$ cat config.mk
export PLATFORM = sky130hd
export DESIGN_NAME = code_prologue_and_data_ref_scan_unit
export DESIGN_NICKNAME = d
export VERILOG_FILES = /design/src/rtl/cpdr_pkg.sv /design/src/rtl/cpdr_regs.sv /design/src/rtl/cpdr_front.sv /design/src/rtl/cpdr_queue.sv /design/src/rtl/cpdr_back.sv /design/src/rtl/code_prologue_and_data_ref_scan_unit.sv
export SDC_FILE = /design/constraint.sdc
export NUM_CORES = 1
export LEC_CHECK = 0
export BUFFER_PORTS_ARGS = -buffer_cell sky130_fd_sc_hd__buf_2
export CAP_MARGIN = 20
export CORE_ASPECT_RATIO = 0.5
export CORE_UTILIZATION = 60
export DETAILED_ROUTE_END_ITERATION = 10
export GPL_ROUTABILITY_DRIVEN = 0
export PLACE_DENSITY_LB_ADDON = 0.2
export SETUP_SLACK_MARGIN = 0.4
export SLEW_MARGIN = 10
export SYNTH_ARGS = -nofsm -noshare
export SYNTH_HDL_FRONTEND = slang
export SYNTH_SLANG_ARGS = --single-unit
$ cat constraint.sdc
create_clock -name clk -period 9.3 [get_ports clk]
set_input_delay 0 -clock clk [delete_from_list [all_inputs] [get_ports clk]]
set_output_delay 0 -clock clk [all_outputs]
set_load 0.01 [all_outputs]
$ cat src/rtl/cpdr_pkg.sv
// Shared types and constants for the code prologue and data reference scanner.
// Used by every module of the block; depends on nothing else.
package cpdr_pkg;

	// Configuration register indexes
	localparam int unsigned NUM_REGS   = 8;
	localparam int unsigned IDX_W      = 8;
	localparam logic [IDX_W-1:0] REG_CODE_START = 8'd0;
	localparam logic [IDX_W-1:0] REG_CODE_END   = 8'd1;
	localparam logic [IDX_W-1:0] REG_CODE_VBASE = 8'd2;
	localparam logic [IDX_W-1:0] REG_HEADER     = 8'd3;
	localparam logic [IDX_W-1:0] REG_LOAD_BASE  = 8'd4;
	localparam logic [IDX_W-1:0] REG_ENTRY      = 8'd5;
	localparam logic [IDX_W-1:0] REG_DATA_LOW   = 8'd6;
	localparam logic [IDX_W-1:0] REG_DATA_HIGH  = 8'd7;

	// Hit kinds
	localparam logic KIND_PROLOGUE = 1'b0;
	localparam logic KIND_DATA     = 1'b1;

	// Opcode bytes
	localparam logic [7:0] OP_PUSH_EBP = 8'h55;
	localparam logic [7:0] OP_MOV_RM   = 8'h89;
	localparam logic [7:0] OP_MODRM_E5 = 8'hE5;
	localparam logic [7:0] OP_PUSH_EBX = 8'h53;
	localparam logic [7:0] OP_PUSH_ESI = 8'h56;
	localparam logic [7:0] OP_PUSH_EDI = 8'h57;
	localparam logic [7:0] OP_MOV_R    = 8'h8B;
	localparam logic [7:0] OP_MODRM_EC = 8'hEC;
	localparam logic [7:0] OP_MOV_IMM_LO = 8'hB8;
	localparam logic [7:0] OP_MOV_IMM_HI = 8'hC0;

	// Queue between front and back
	localparam int unsigned QDEPTH = 4;
	localparam int unsigned QPTR_W = $clog2(QDEPTH);
	localparam int unsigned QCNT_W = $clog2(QDEPTH + 1);

	// Configuration register set
	typedef struct packed {
		logic [31:0] code_start;
		logic [31:0] code_end;
		logic [31:0] code_vbase;
		logic [31:0] header;
		logic [31:0] load_base;
		logic [31:0] entry;
		logic [31:0] data_low;
		logic [31:0] data_high;
	} cpdr_cfg_t;

	// Candidate word handed from front to back
	typedef struct packed {
		logic        kind;
		logic [32:0] start;   // start offset, bit 32 flags overflow
		logic [31:0] imm;
	} cpdr_entry_t;

endpackage

$ cat src/rtl/cpdr_regs.sv
// Configuration register file of the scanner.
// Depends on cpdr_pkg for register indexes and the register set struct.
module cpdr_regs import cpdr_pkg::*; (
	input  logic             clk,
	input  logic             arst_n,
	input  logic             cfg_valid,
	output logic             cfg_ready,
	input  logic [IDX_W-1:0] cfg_index,
	input  logic [31:0]      cfg_data,
	output cpdr_cfg_t        cfg
);

	cpdr_cfg_t cfg_q;

	assign cfg_ready = 1'b1;
	assign cfg         = cfg_q;

	// Decode the index; writes beyond the register list are dropped.
	always_ff @(posedge clk or negedge arst_n) begin
		if (!arst_n) begin
			cfg_q <= '0;
		end else if (cfg_valid && cfg_ready) begin
			case (cfg_index)
				REG_CODE_START: cfg_q.code_start <= cfg_data;
				REG_CODE_END:   cfg_q.code_end   <= cfg_data;
				REG_CODE_VBASE: cfg_q.code_vbase <= cfg_data;
				REG_HEADER:     cfg_q.header     <= cfg_data;
				REG_LOAD_BASE:  cfg_q.load_base  <= cfg_data;
				REG_ENTRY:      cfg_q.entry      <= cfg_data;
				REG_DATA_LOW:   cfg_q.data_low   <= cfg_data;
				REG_DATA_HIGH:  cfg_q.data_high  <= cfg_data;
				default: ;
			endcase
		end
	end

endmodule

$ cat src/rtl/cpdr_front.sv
// Front end: byte window, stream counter and pattern classification.
// Depends on cpdr_pkg; pushes candidate words into the queue.
module cpdr_front import cpdr_pkg::*; (
	input  logic        clk,
	input  logic        arst_n,
	input  cpdr_cfg_t   cfg,
	input  logic        in_valid,
	output logic        in_stall,
	input  logic [7:0]  image_byte,
	input  logic        final_byte,
	input  logic        q_full,
	output logic        q_push,
	output cpdr_entry_t q_data
);

	logic [31:0] window_q;
	logic [31:0] offset_q;
	logic        accept;
	logic [7:0]  b0, b1, b2, b3;
	logic        is_pro;
	logic        is_mov;

	assign in_stall = q_full;
	assign accept   = in_valid && !in_stall;

	assign b0 = window_q[31:24];
	assign b1 = window_q[23:16];
	assign b2 = window_q[15:8];
	assign b3 = window_q[7:0];

	// Match the three prologue forms and the mov-immediate opcode row.
	always_comb begin
		is_pro = (b0 == OP_PUSH_EBP && b1 == OP_MOV_RM && b2 == OP_MODRM_E5) ||
			(b0 == OP_PUSH_EBX && b1 == OP_PUSH_ESI && b2 == OP_PUSH_EDI &&
			 b3 == OP_PUSH_EBP) ||
			(b0 == OP_PUSH_EBP && b1 == OP_MOV_R && b2 == OP_MODRM_EC);
		is_mov = (b0 >= OP_MOV_IMM_LO) && (b0 < OP_MOV_IMM_HI);
	end

	// A start is judged once its fifth byte arrives; range checks follow in the back end.
	always_comb begin
		q_data.kind  = is_pro ? KIND_PROLOGUE : KIND_DATA;
		q_data.start = {1'b0, cfg.code_start} + {1'b0, offset_q} - 33'd4;
		q_data.imm   = {image_byte, b3, b2, b1};
		q_push       = accept && (offset_q >= 32'd4) && (is_pro || is_mov);
	end

	// Shift the window and count bytes, clearing both after the final byte.
	always_ff @(posedge clk or negedge arst_n) begin
		if (!arst_n) begin
			window_q <= '0;
			offset_q <= '0;
		end else if (accept) begin
			if (final_byte) begin
				window_q <= '0;
				offset_q <= '0;
			end else begin
				window_q <= {window_q[23:0], image_byte};
				if (offset_q != 32'hFFFF_FFFF) begin
					offset_q <= offset_q + 32'd1;
				end
			end
		end
	end

	// The count restarts after a final byte.
	a_final_clears: assert property (@(posedge clk) disable iff (!arst_n)
		accept && final_byte |=> offset_q == 32'd0 && window_q == 32'd0)
		else $error("stream state not cleared after final byte");

endmodule

$ cat src/rtl/cpdr_queue.sv
// Short queue of candidate words between the front and back ends.
// Depends on cpdr_pkg for the entry type and the queue depth.
module cpdr_queue import cpdr_pkg::*; (
	input  logic        clk,
	input  logic        arst_n,
	input  logic        push,
	input  cpdr_entry_t push_data,
	output logic        full,
	input  logic        pop,
	output logic        not_empty,
	output cpdr_entry_t head
);

	cpdr_entry_t       slot_q [QDEPTH];
	logic [QPTR_W-1:0] wr_ptr_q;
	logic [QPTR_W-1:0] rd_ptr_q;
	logic [QCNT_W-1:0] count_q;

	assign full      = (count_q == QCNT_W'(QDEPTH));
	assign not_empty = (count_q != '0);
	assign head      = slot_q[rd_ptr_q];

	// Storage needs no reset.
	always_ff @(posedge clk) begin
		if (push) begin
			slot_q[wr_ptr_q] <= push_data;
		end
	end

	// Pointers and fill count.
	always_ff @(posedge clk or negedge arst_n) begin
		if (!arst_n) begin
			wr_ptr_q <= '0;
			rd_ptr_q <= '0;
			count_q  <= '0;
		end else begin
			if (push) begin
				wr_ptr_q <= wr_ptr_q + QPTR_W'(1);
			end
			if (pop) begin
				rd_ptr_q <= rd_ptr_q + QPTR_W'(1);
			end
			if (push && !pop) begin
				count_q <= count_q + QCNT_W'(1);
			end else if (pop && !push) begin
				count_q <= count_q - QCNT_W'(1);
			end
		end
	end

	a_no_overflow: assert property (@(posedge clk) disable iff (!arst_n)
		!(push && full))
		else $error("queue written while full");

	a_no_underflow: assert property (@(posedge clk) disable iff (!arst_n)
		!(pop && !not_empty))
		else $error("queue read while empty");

	a_count_bound: assert property (@(posedge clk) disable iff (!arst_n)
		count_q <= QCNT_W'(QDEPTH))
		else $error("queue count beyond depth");

endmodule

$ cat src/rtl/cpdr_back.sv
// Back end: bound check, address translation, range compares, result register.
// Depends on cpdr_pkg; drains the queue and drives the result channel.
module cpdr_back import cpdr_pkg::*; (
	input  logic        clk,
	input  logic        arst_n,
	input  cpdr_cfg_t   cfg,
	input  logic        q_not_empty,
	input  cpdr_entry_t q_head,
	output logic        q_pop,
	output logic        out_valid,
	input  logic        out_stall,
	output logic        hit_kind,
	output logic [31:0] hit_value,
	output logic [31:0] hit_offset
);

	logic        valid_s1;
	logic        kind_s1;
	logic        keep_s1;
	logic [31:0] rva_s1;
	logic [31:0] imm_s1;
	logic [31:0] offset_s1;

	logic        out_valid_q;
	logic        kind_q;
	logic [31:0] value_q;
	logic [31:0] offset_q;

	logic        out_free;
	logic        load_s1;
	logic [31:0] s;
	logic        keep;
	logic [31:0] rva;
	logic [31:0] va;
	logic        hit;

	assign out_free = !out_valid_q || !out_stall;
	assign load_s1  = !valid_s1 || out_free;
	assign q_pop    = q_not_empty && load_s1;

	// Stage 1: code end bound and offset to relative address.
	always_comb begin
		s    = q_head.start[31:0];
		keep = !q_head.start[32] && ({2'b00, s} + 34'd2 < {2'b00, cfg.code_end});
		if (s <= cfg.header) begin
			rva = s;
		end else if (s >= cfg.code_start && s <= cfg.code_end) begin
			rva = s - cfg.code_start + cfg.code_vbase;
		end else begin
			rva = '0;
		end
	end

	always_ff @(posedge clk or negedge arst_n) begin
		if (!arst_n) begin
			valid_s1 <= 1'b0;
		end else if (load_s1) begin
			valid_s1 <= q_not_empty;
		end
	end

	always_ff @(posedge clk) begin
		if (q_pop) begin
			kind_s1   <= q_head.kind;
			keep_s1   <= keep;
			rva_s1    <= rva;
			imm_s1    <= q_head.imm;
			offset_s1 <= (q_head.kind == KIND_DATA) ? s + 32'd1 : s;
		end
	end

	// Stage 2: absolute address and the entry or data range test.
	always_comb begin
		va = rva_s1 + cfg.load_base;
		if (kind_s1 == KIND_DATA) begin
			hit = keep_s1 && (cfg.data_low <= imm_s1) && (imm_s1 < cfg.data_high);
		end else begin
			hit = keep_s1 && (va > cfg.entry);
		end
	end

	// Result register; misses simply leave it empty.
	always_ff @(posedge clk or negedge arst_n) begin
		if (!arst_n) begin
			out_valid_q <= 1'b0;
		end else if (out_free) begin
			out_valid_q <= valid_s1 && hit;
		end
	end

	always_ff @(posedge clk) begin
		if (out_free) begin
			kind_q   <= kind_s1;
			value_q  <= (kind_s1 == KIND_DATA) ? imm_s1 : va;
			offset_q <= offset_s1;
		end
	end

	assign out_valid  = out_valid_q;
	assign hit_kind   = kind_q;
	assign hit_value  = value_q;
	assign hit_offset = offset_q;

endmodule

$ cat src/rtl/code_prologue_and_data_ref_scan_unit.sv
// Top level of the code prologue and data reference scanner.
// Depends on cpdr_pkg, cpdr_regs, cpdr_front, cpdr_queue and cpdr_back.
//
// Usage:
//  - The input channel (in_valid / in_stall) carries one image byte per word,
//    in file order from the code section start; final_byte marks the last
//    byte of a stream, after which the window and byte count start over.
//  - The result channel (out_valid / out_stall) carries at most one word per
//    input byte: a function prologue (hit_kind 0) with its virtual address,
//    or a mov-immediate data reference (hit_kind 1) with the immediate.
//  - The configuration channel (cfg_valid / cfg_ready, always ready) writes
//    register cfg_index with cfg_data; indexes beyond the eight registers
//    are ignored. Write only while no byte is still in flight.
//  - Throughput is one byte per cycle while in_stall is low. A result passes
//    from the byte that completes its five-byte window through the candidate
//    queue, the translation stage register and then the result register.
//  - Reset clears the configuration registers, the window, the byte count and the queue.
//  - When the receiver stalls, the result register holds; candidates pile up
//    in a four-entry queue, and in_stall rises only once that queue is full.
module code_prologue_and_data_ref_scan_unit import cpdr_pkg::*; (
	input  logic             clk,
	input  logic             arst_n,
	input  logic             cfg_valid,
	output logic             cfg_ready,
	input  logic [IDX_W-1:0] cfg_index,
	input  logic [31:0]      cfg_data,
	input  logic             in_valid,
	output logic             in_stall,
	input  logic [7:0]       image_byte,
	input  logic             final_byte,
	output logic             out_valid,
	input  logic             out_stall,
	output logic             hit_kind,
	output logic [31:0]      hit_value,
	output logic [31:0]      hit_offset
);

	cpdr_cfg_t   cfg;
	logic        q_full;
	logic        q_push;
	cpdr_entry_t q_data;
	logic        q_pop;
	logic        q_not_empty;
	cpdr_entry_t q_head;

	// Configuration registers.
	cpdr_regs u_regs (
		.clk       (clk),
		.arst_n    (arst_n),
		.cfg_valid (cfg_valid),
		.cfg_ready (cfg_ready),
		.cfg_index (cfg_index),
		.cfg_data  (cfg_data),
		.cfg       (cfg)
	);

	// Byte window and classification.
	cpdr_front u_front (
		.clk        (clk),
		.arst_n     (arst_n),
		.cfg        (cfg),
		.in_valid   (in_valid),
		.in_stall   (in_stall),
		.image_byte (image_byte),
		.final_byte (final_byte),
		.q_full     (q_full),
		.q_push     (q_push),
		.q_data     (q_data)
	);

	// Candidate queue.
	cpdr_queue u_queue (
		.clk       (clk),
		.arst_n    (arst_n),
		.push      (q_push),
		.push_data (q_data),
		.full      (q_full),
		.pop       (q_pop),
		.not_empty (q_not_empty),
		.head      (q_head)
	);

	// Translation, range checks and result register.
	cpdr_back u_back (
		.clk         (clk),
		.arst_n      (arst_n),
		.cfg         (cfg),
		.q_not_empty (q_not_empty),
		.q_head      (q_head),
		.q_pop       (q_pop),
		.out_valid   (out_valid),
		.out_stall   (out_stall),
		.hit_kind    (hit_kind),
		.hit_value   (hit_value),
		.hit_offset  (hit_offset)
	);

endmodule

==> results of run 1 <==
-- worst register-to-register path, stage by stage (launching register included) --
cell and delay, ns:
dfrtp_4 0.86, buf_4 0.71, mux4_2 0.74, inv_1 0.16
ha_1 0.18, nor2_1 0.07, o211ai_1 0.27, a21boi_0 0.18
o31ai_1 0.43, nand3_1 0.13, a22oi_1 0.63, nand2_1 0.76
o22ai_1 0.40
-- state kept, by name, summed over array words and instances (netlist names) --
signal	flops
u_queue.slot_q	264
u_regs.cfg	256
u_back.hit_offset	32
u_back.hit_value	32
u_back.imm_s1	32
u_back.offset_s1	32
u_back.rva_s1	32
u_front.offset_q	32
u_front.window_q	32
u_queue.count_q	3
u_queue.rd_ptr_q	2
u_queue.wr_ptr_q	2
u_back.hit_kind	1
u_back.keep_s1	1
u_back.kind_s1	1
u_back.out_valid	1
u_back.valid_s1	1
-- cells in the mapped netlist (18+ instances only) --
cell type and instances:
ha_1 357, o22ai_1 26, inv_1 428, mux2_2 151, fa_1 34, nor3_1 38
nor2b_1 18, a211oi_1 22, dfrtp_1 329, a21oi_1 162, nand2_1 327, o21a_1 24
mux4_2 66, o21ai_0 230, nand4_1 66, a21o_1 98, xnor2_1 138, nor2_1 129
xor2_1 37, nor4_1 24, nand3_1 54, o211ai_1 19, edfxtp_1 427, clkbuf_1 72
-- final timing paths --
kind	cells past startpoint	from	slack [ns]	to
min in group clk	5	in_valid	0.03	u_front.window_q[24]$_DFFE_PN0P_
max in group asynchronous	4	arst_n	7.01	u_regs.cfg[236]$_DFFE_PN0P_
min	2	arst_n	0.03	u_front.window_q[1]$_DFFE_PN0P_
max reg2reg	12	u_queue.rd_ptr_q[0]$_DFFE_PN0P_	3.60	u_back.rva_s1[22]$_DFFE_PP_
max	12	u_queue.rd_ptr_q[0]$_DFFE_PN0P_	3.60	u_back.rva_s1[22]$_DFFE_PP_
min reg2reg	0	u_back.offset_s1[28]$_DFFE_PP_	0.42	u_back.hit_offset[28]$_DFFE_PP_
-- power groups by stage --
stage          Clock, mW  Combinational, mW  Sequential [mW]
2_1_floorplan          0               3.75             4.70
3_3_place_gp           0               5.07             4.87
3_5_place_dp           0               5.21             4.89
4_1_cts             2.97               5.30             4.83
5_1_grt             3.10               5.89             4.89
6_report            2.95               5.41             4.84
-- per-stage QoR --
step / power (mW) / cells / worst slack (ns)
finish: 13.2 / 4672 / 3.60
global route: 13.9 / 4667 / 3.30
CTS: 13.1 / 4667 / 3.63
detailed placement: 10.1 / 4498 / 3.67
global placement: 9.93 / 4496 / 3.75
floorplan: 8.45 / 3564 / 1.89
-- cell type report --
| class | count | area, um^2 | share of cell area, % |
|---|---|---|---|
| clock buffer | 83 | 1800 | 3.94 |
| clock inverter | 43 | 510 | 1.12 |
| tap | 897 | 1120 | 2.46 |
| antenna | 5 | 12.5 | 0.0274 |
| multi-input combinational | 2268 | 18200 | 39.9 |
| timing repair buffer | 186 | 1250 | 2.75 |
| inverter | 434 | 1630 | 3.57 |
| sequential | 756 | 21100 | 46.2 |
-- placed cells by master, fill, tap and decap left out, types with 22 or more instances in the layout --
cell type	count
fa_1	34
clkbuf_16	68
a21oi_1	162
edfxtp_1	427
o21a_1	24
nand4_1	66
mux4_2	66
a21o_1	98
mux2_2	151
xnor2_1	138
dlygate4sd3_1	43
xor2_1	37
nor3_1	36
nand3_1	54
o21ai_0	230
ha_1	357
nor2_1	127
dfrtp_1	327
nand2_1	326
nor4_1	24
inv_1	428
o22ai_1	26
a211oi_1	22
buf_2	119
-- metal layers --
| layer | vias up | GRT usage [%] | share of wire, % |
|---|---|---|---|
| met2 | 1330 | 45.7 | 42 |
| met1 | 14284 | 46.9 | 44 |
| met3 | 161 | 10.3 | 12 |
| met4 | 10 | 6.96 | 1.9 |
| li1 | 13072 | - | - |
| met5 | - | 0 | 0.063 |
-- cells by family after synthesis --
kind of cell / after synthesis / share of synthesized area (%)
muxes: 221 / 7.81
buffers and inverters: 540 / 5.13
adders and majority gates: 391 / 12.5
DFF: 756 / 51.0
other: 1 / 0.00908
xor gates and xnor gates: 175 / 3.71
and+or+nand+nor: 782 / 9.33
AOI/OAI and AO/OA: 698 / 10.6
-- repair_timing --
action	in CTS	in global routing
gates resized for setup	0	0
hold endpoints to repair	413	0
hold buffers	43	0
setup buffers	0	0
==> flow_metrics.py, run 1 <==
metrics = {
    "placed_design": {
        "hpwl_mm": 80.1,
        "dpl_cell_area_um2": 42800,
        "io_buffers": 120,
    },
    "power_and_ir_drop": {
        "p_clk_share_pct": 22.4,
        "p_comb_share_pct": 41.0,
        "vdd_ir_drop_max_v": 0.000138,
        "cellPowerDensity_nw_per_um2": 290,
        "p_sw_mw": 5.19,
        "swShare_pct": 39.3,
        "p_leak_nw": 20.0,
        "seq_power_share_pct": 36.7,
        "p_int_mw": 8.02,
    },
    "worst_hold_path": {
        "hp-class": "input pin to asynchronous set/reset pin",
    },
    "clock_network": {
        "cts_tree": "built",
        "worstSkewPairLatency_ns": 0.66,
        "htree_levels": 3,
        "root_buffer": "clkbuf_16",
        "cts_buffers": 68,
        "ctsLongestPathBuffers": 3,
        "cts.clk_slew.worst_paths_ns": 0.07,
        "numClockSinks": 756,
    },
    "flow_run": {
        "cap_violations": 0,
    },
    "die": {
        "ios": 122,
        "fp.dieH_um": 188,
        "initial_core_util_pct": 61.2,
        "fp-row-count": 67,
        "die_x_um": 373,
        "coreArea_um2": 67500,
        "dieArea_um2": 70000,
    },
    "layout": {
        "layout.nets": 4159,
        "final_core_util_pct": 67.6,
        "fin_area_um2": 45600,
        "nFillCells": 4876,
        "drive_above_1_share_pct": 14.1,
        "area_growth_pct": 10.3,
    },
    "synthesis": {
        "synth_top_area_share_pct": 31.0,
        "synth_area_per_cell_um2": 11.6,
        "netlist_instances": 3564,
        "synth_area_um2": 41300,
        "synth_largest_area_cell": "edfxtp_1",
        "synthArstFlopShare_pct": 43.5,
        "ys_seq_area_share_pct": 51.0,
        "ys.flop_type": "edfxtp_1",
        "synth.area.top_cells": "edfxtp_1 31%, dfrtp_1 20%, ha_1 11%",
        "ys_types": 95,
        "yosys_warnings": 0,
        "synth_edf_count": 427,
        "syn-num-nets": 4009,
        "ys_ff_latch": 756,
    },
    "timing": {
        "max_freq_mhz": 175,
        "hold_viol_final": 0,
        "rsz0062_at_grt": "false",
        "min_period_ns": 5.70,
        "worst_pin_slew_ns": 1.19,
        "fin_worst_skew_ns": 0.0254,
        "fin_setup_tns_ns": 0,
        "min_period_over_period_pct": 61.3,
        "slew_violations": 0,
        "timing.slew.headroom_pct": 18.8,
        "setup_violations": 0,
        "hold_ws_ns": 0.0278,
    },
    "detailed_routing": {
        "routed_wl_mm": 110,
        "drt-initial-drc-count": 3326,
        "vias": 28857,
        "firstDrtPassIters": 6,
        "wl_per_cell_um": 23.6,
        "antenna_left": 0,
        "drc": 0,
        "via_per_inst": 6.18,
    },
    "critical_path": {
        "end_kind": "flop",
        "slowest_stage": "dfrtp_4",
        "path_buf_inv": 2,
        "max_stage_delay_ns": 0.86,
        "cp_max_fo": 37,
        "cpLargestDelayFamily": "compound AO/OA/AOI/OAI gates",
        "critical_path_class": "flop to flop",
        "required_ns": 9.76,
        "crit_chain": "buf_4 -> mux4_2 -> inv_1 -> ha_1 -> nor2_1 -> o211ai_1 -> a21boi_0 -> o31ai_1 -> nand3_1 -> a22oi_1 -> nand2_1 -> o22ai_1",
        "critPathLaunchType": "flop",
        "arrival_ns": 6.16,
    },
    "global_routing": {
        "grt_pass1_wl_mm": 168,
        "grt_max_degree": 153,
        "antenna_found_initial": 7,
        "overflow": 0,
        "first_global_vias": 27912,
        "grt_usage_pct": 31.8,
    },
    "run_status": {
        "status": "finished clean",
    },
}
No activity file was read; power rests on OpenSTA's default activity.
==> run 2: changes to the inputs <==
--- a/config.mk
+++ b/config.mk
@@ -8,7 +8,7 @@
 export BUFFER_PORTS_ARGS = -buffer_cell sky130_fd_sc_hd__buf_2
 export CAP_MARGIN = 20
 export CORE_ASPECT_RATIO = 0.5
-export CORE_UTILIZATION = 60
+export CORE_UTILIZATION = 57
 export DETAILED_ROUTE_END_ITERATION = 10
 export GPL_ROUTABILITY_DRIVEN = 0
 export PLACE_DENSITY_LB_ADDON = 0.2
==> constraint.sdc (replaced) <==
create_clock -name clk -period 5.2 [get_ports clk]
set_input_delay 0 -clock clk [delete_from_list [all_inputs] [get_ports clk]]
set_output_delay 0 -clock clk [all_outputs]
set_load 0.01 [all_outputs]
==> run 2 against run 1 <==
Effect of this change: the run now ends with design-rule violations, negative hold slack left; core utilization fell by 3.3 points; via count fell by 0.61%; clock-buffer cell count rose by 4; wire length fell by 1.2%; critical path depth rose by 2; non-clock buffer count rose by 28; first-iteration DRC count fell by 7.0%; critical endpoint is now u_back.rva_s1[28]$_DFFE_PP_.
==> flow_metrics.py, run 2 (synthesis gave the netlist of run 1 again) <==
metrics = {
    "die": {
        "ios": 122,
        "dieArea_um2": 73600,
        "initial_core_util_pct": 57.9,
        "fp-row-count": 69,
        "die_x_um": 383,
        "coreArea_um2": 71300,
        "fp.dieH_um": 192,
    },
    "power_and_ir_drop": {
        "power_mw": 23.4,
        "p_sw_mw": 9.22,
        "cellPowerDensity_nw_per_um2": 511,
        "p_clk_share_pct": 21.7,
        "swShare_pct": 39.3,
        "seq_power_share_pct": 36.4,
        "p_leak_nw": 20.1,
        "vdd_ir_drop_max_v": 0.000263,
        "p_comb_share_pct": 42.0,
        "p_int_mw": 14.2,
    },
    "detailed_routing": {
        "via_per_inst": 6.02,
        "antenna_left": 0,
        "routed_wl_mm": 109,
        "wl_per_cell_um": 22.9,
        "drt-initial-drc-count": 3092,
        "firstDrtPassIters": 9,
        "drc": 16,
        "vias": 28680,
    },
    "critical_path": {
        "cp_max_fo": 17,
        "required_ns": 5.62,
        "critPathLaunchType": "flop",
        "critical_path_class": "flop to flop",
        "end_kind": "flop",
        "arrival_ns": 5.08,
    },
    "timing": {
        "fin_setup_tns_ns": 0,
        "worst_pin_slew_ns": 1.06,
        "timing.slew.headroom_pct": 29.1,
        "setup_violations": 0,
        "min_period_over_period_pct": 89.7,
        "rsz0062_at_grt": "true",
        "fin_worst_skew_ns": 0.0298,
        "min_period_ns": 4.66,
        "max_freq_mhz": 214,
        "hold_viol_final": 5,
        "slew_violations": 0,
        "hold_ws_ns": -0.0380,
    },
    "layout": {
        "top_regs": "u_queue.slot_q: 264 flops, u_regs.cfg: 256 flops",
        "area_growth_pct": 10.9,
        "final_cell_mix": "428 x inv_1, 427 x edfxtp_1, 357 x ha_1",
        "largest_reg_flops": 264,
        "final_common_cell": "inv_1",
        "layout.nets": 4188,
        "drive_above_1_share_pct": 14.7,
        "top_register": "u_queue.slot_q",
    },
    "placed_design": {
        "hpwl_mm": 80.9,
        "io_buffers": 120,
    },
    "global_routing": {
        "grt_usage_pct": 29.8,
        "first_global_vias": 27194,
        "overflow": 0,
        "antenna_found_initial": 7,
        "grt_max_degree": 137,
        "grt_pass1_wl_mm": 163,
    },
    "clock_network": {
        "numClockSinks": 756,
        "worstSkewPairLatency_ns": 0.68,
        "htree_levels": 3,
        "root_buffer": "clkbuf_16",
        "cts.clk_slew.worst_paths_ns": 0.07,
        "cts_tree": "built",
        "cts_buffers": 69,
        "ctsLongestPathBuffers": 3,
    },
    "worst_hold_path": {
        "hp-class": "input pin to asynchronous set/reset pin",
    },
    "flow_run": {
        "cap_violations": 0,
    },
    "run_status": {
        "violations": "design-rule violations, negative hold slack",
        "status": "finished, violations left",
    },
}
run 2: cell types whose count changed in the layout (fill, tap and decap cells not counted), sizes merged:
| cell | change |
|---|---|
| buf | +26 |
| bufinv | -5 |
| clkbuf | +4 |
| diode | -1 |
| dlygate4sd3 | +2 |
| inv | +3 |
run 2: worst paths after layout:
path | startpoint | end | slack [ns] | cells past startpoint
max | u_queue.rd_ptr_q[0]$_DFFE_PN0P_ | u_back.rva_s1[28]$_DFFE_PP_ | 0.54 | 14
min | arst_n | u_front.window_q[1]$_DFFE_PN0P_ | -0.04 | 2
max reg2reg | u_queue.rd_ptr_q[0]$_DFFE_PN0P_ | u_back.rva_s1[28]$_DFFE_PP_ | 0.54 | 14
min reg2reg | u_back.offset_s1[11]$_DFFE_PP_ | u_back.hit_offset[11]$_DFFE_PP_ | 0.42 | 0
max in group asynchronous | arst_n | u_regs.cfg[158]$_DFFE_PN0P_ | 3.81 | 3
min in group clk | in_valid | u_front.window_q[30]$_DFFE_PN0P_ | 0.04 | 5
run 2: worst max-delay path: stages (launching register included):
cell and delay, ns:
dfrtp_4 0.61, buf_12 0.23, mux4_2 0.62, inv_1 0.21, fa_1 0.45, inv_1 0.07
ha_1 0.30, a21o_1 0.23, a21o_1 0.20, o21a_1 0.17, a211o_1 0.27, a31oi_1 0.42
o21a_1 0.25, o311ai_0 0.14, a22o_1 0.23
run 2: cell type report:
| class | count | area [um^2] |
|---|---|---|
| Timing Repair Buffer | 214 | 1500 |
| Fill cell | 5459 | 25500 |
| Antenna cell | 4 | 10.0 |
| Clock inverter | 41 | 367 |
| Inverter | 434 | 1630 |
| Clock buffer | 87 | 1850 |
| Multi-Input combinational cell | 2268 | 18200 |
| Sequential cell | 756 | 21100 |
| Tap cell | 958 | 1200 |
run 2: per-layer routing:
layer  wire, um  vias to the layer above  GRT usage (%)
li1           -                    13123              -
met1      49100                    14133           43.6
met2      44200                     1224           41.2
met3      13000                      184           11.2
met4       2320                       16           7.77
met5        322                        -           2.31
run 2: what timing repair did:
item,in CTS,in global routing
hold buffers,45,0
resized for setup,0,3
hold endpoints to repair,408,0
endpoints found under the setup margin,0,10
setup buffers,0,6
run 2: power by group through the flow:
stage	clock [mW]	combinational, mW	sequential, mW
2_1_floorplan	0	6.71	8.36
3_3_place_gp	0	9.23	8.59
3_5_place_dp	0	9.48	8.62
4_1_cts	5.14	9.60	8.50
5_1_grt	5.38	10.7	8.60
6_report	5.07	9.83	8.53
run 2: per-stage QoR:
stage          util [%]  cell area [um^2]  hold slack [ns]  std cells  setup slack, ns
6_report           64.3             45800          -0.0380       4762            0.536
3_3_place_gp       60.4             43100            0.146       4578            0.573
3_5_place_dp       60.4             43100            0.155       4579            0.493
5_1_grt            64.3             45800           0.0337       4758            0.372
2_1_floorplan         -             41300           -0.296       3564            0.975
4_1_cts            64.2             45800           0.0111       4752            0.455
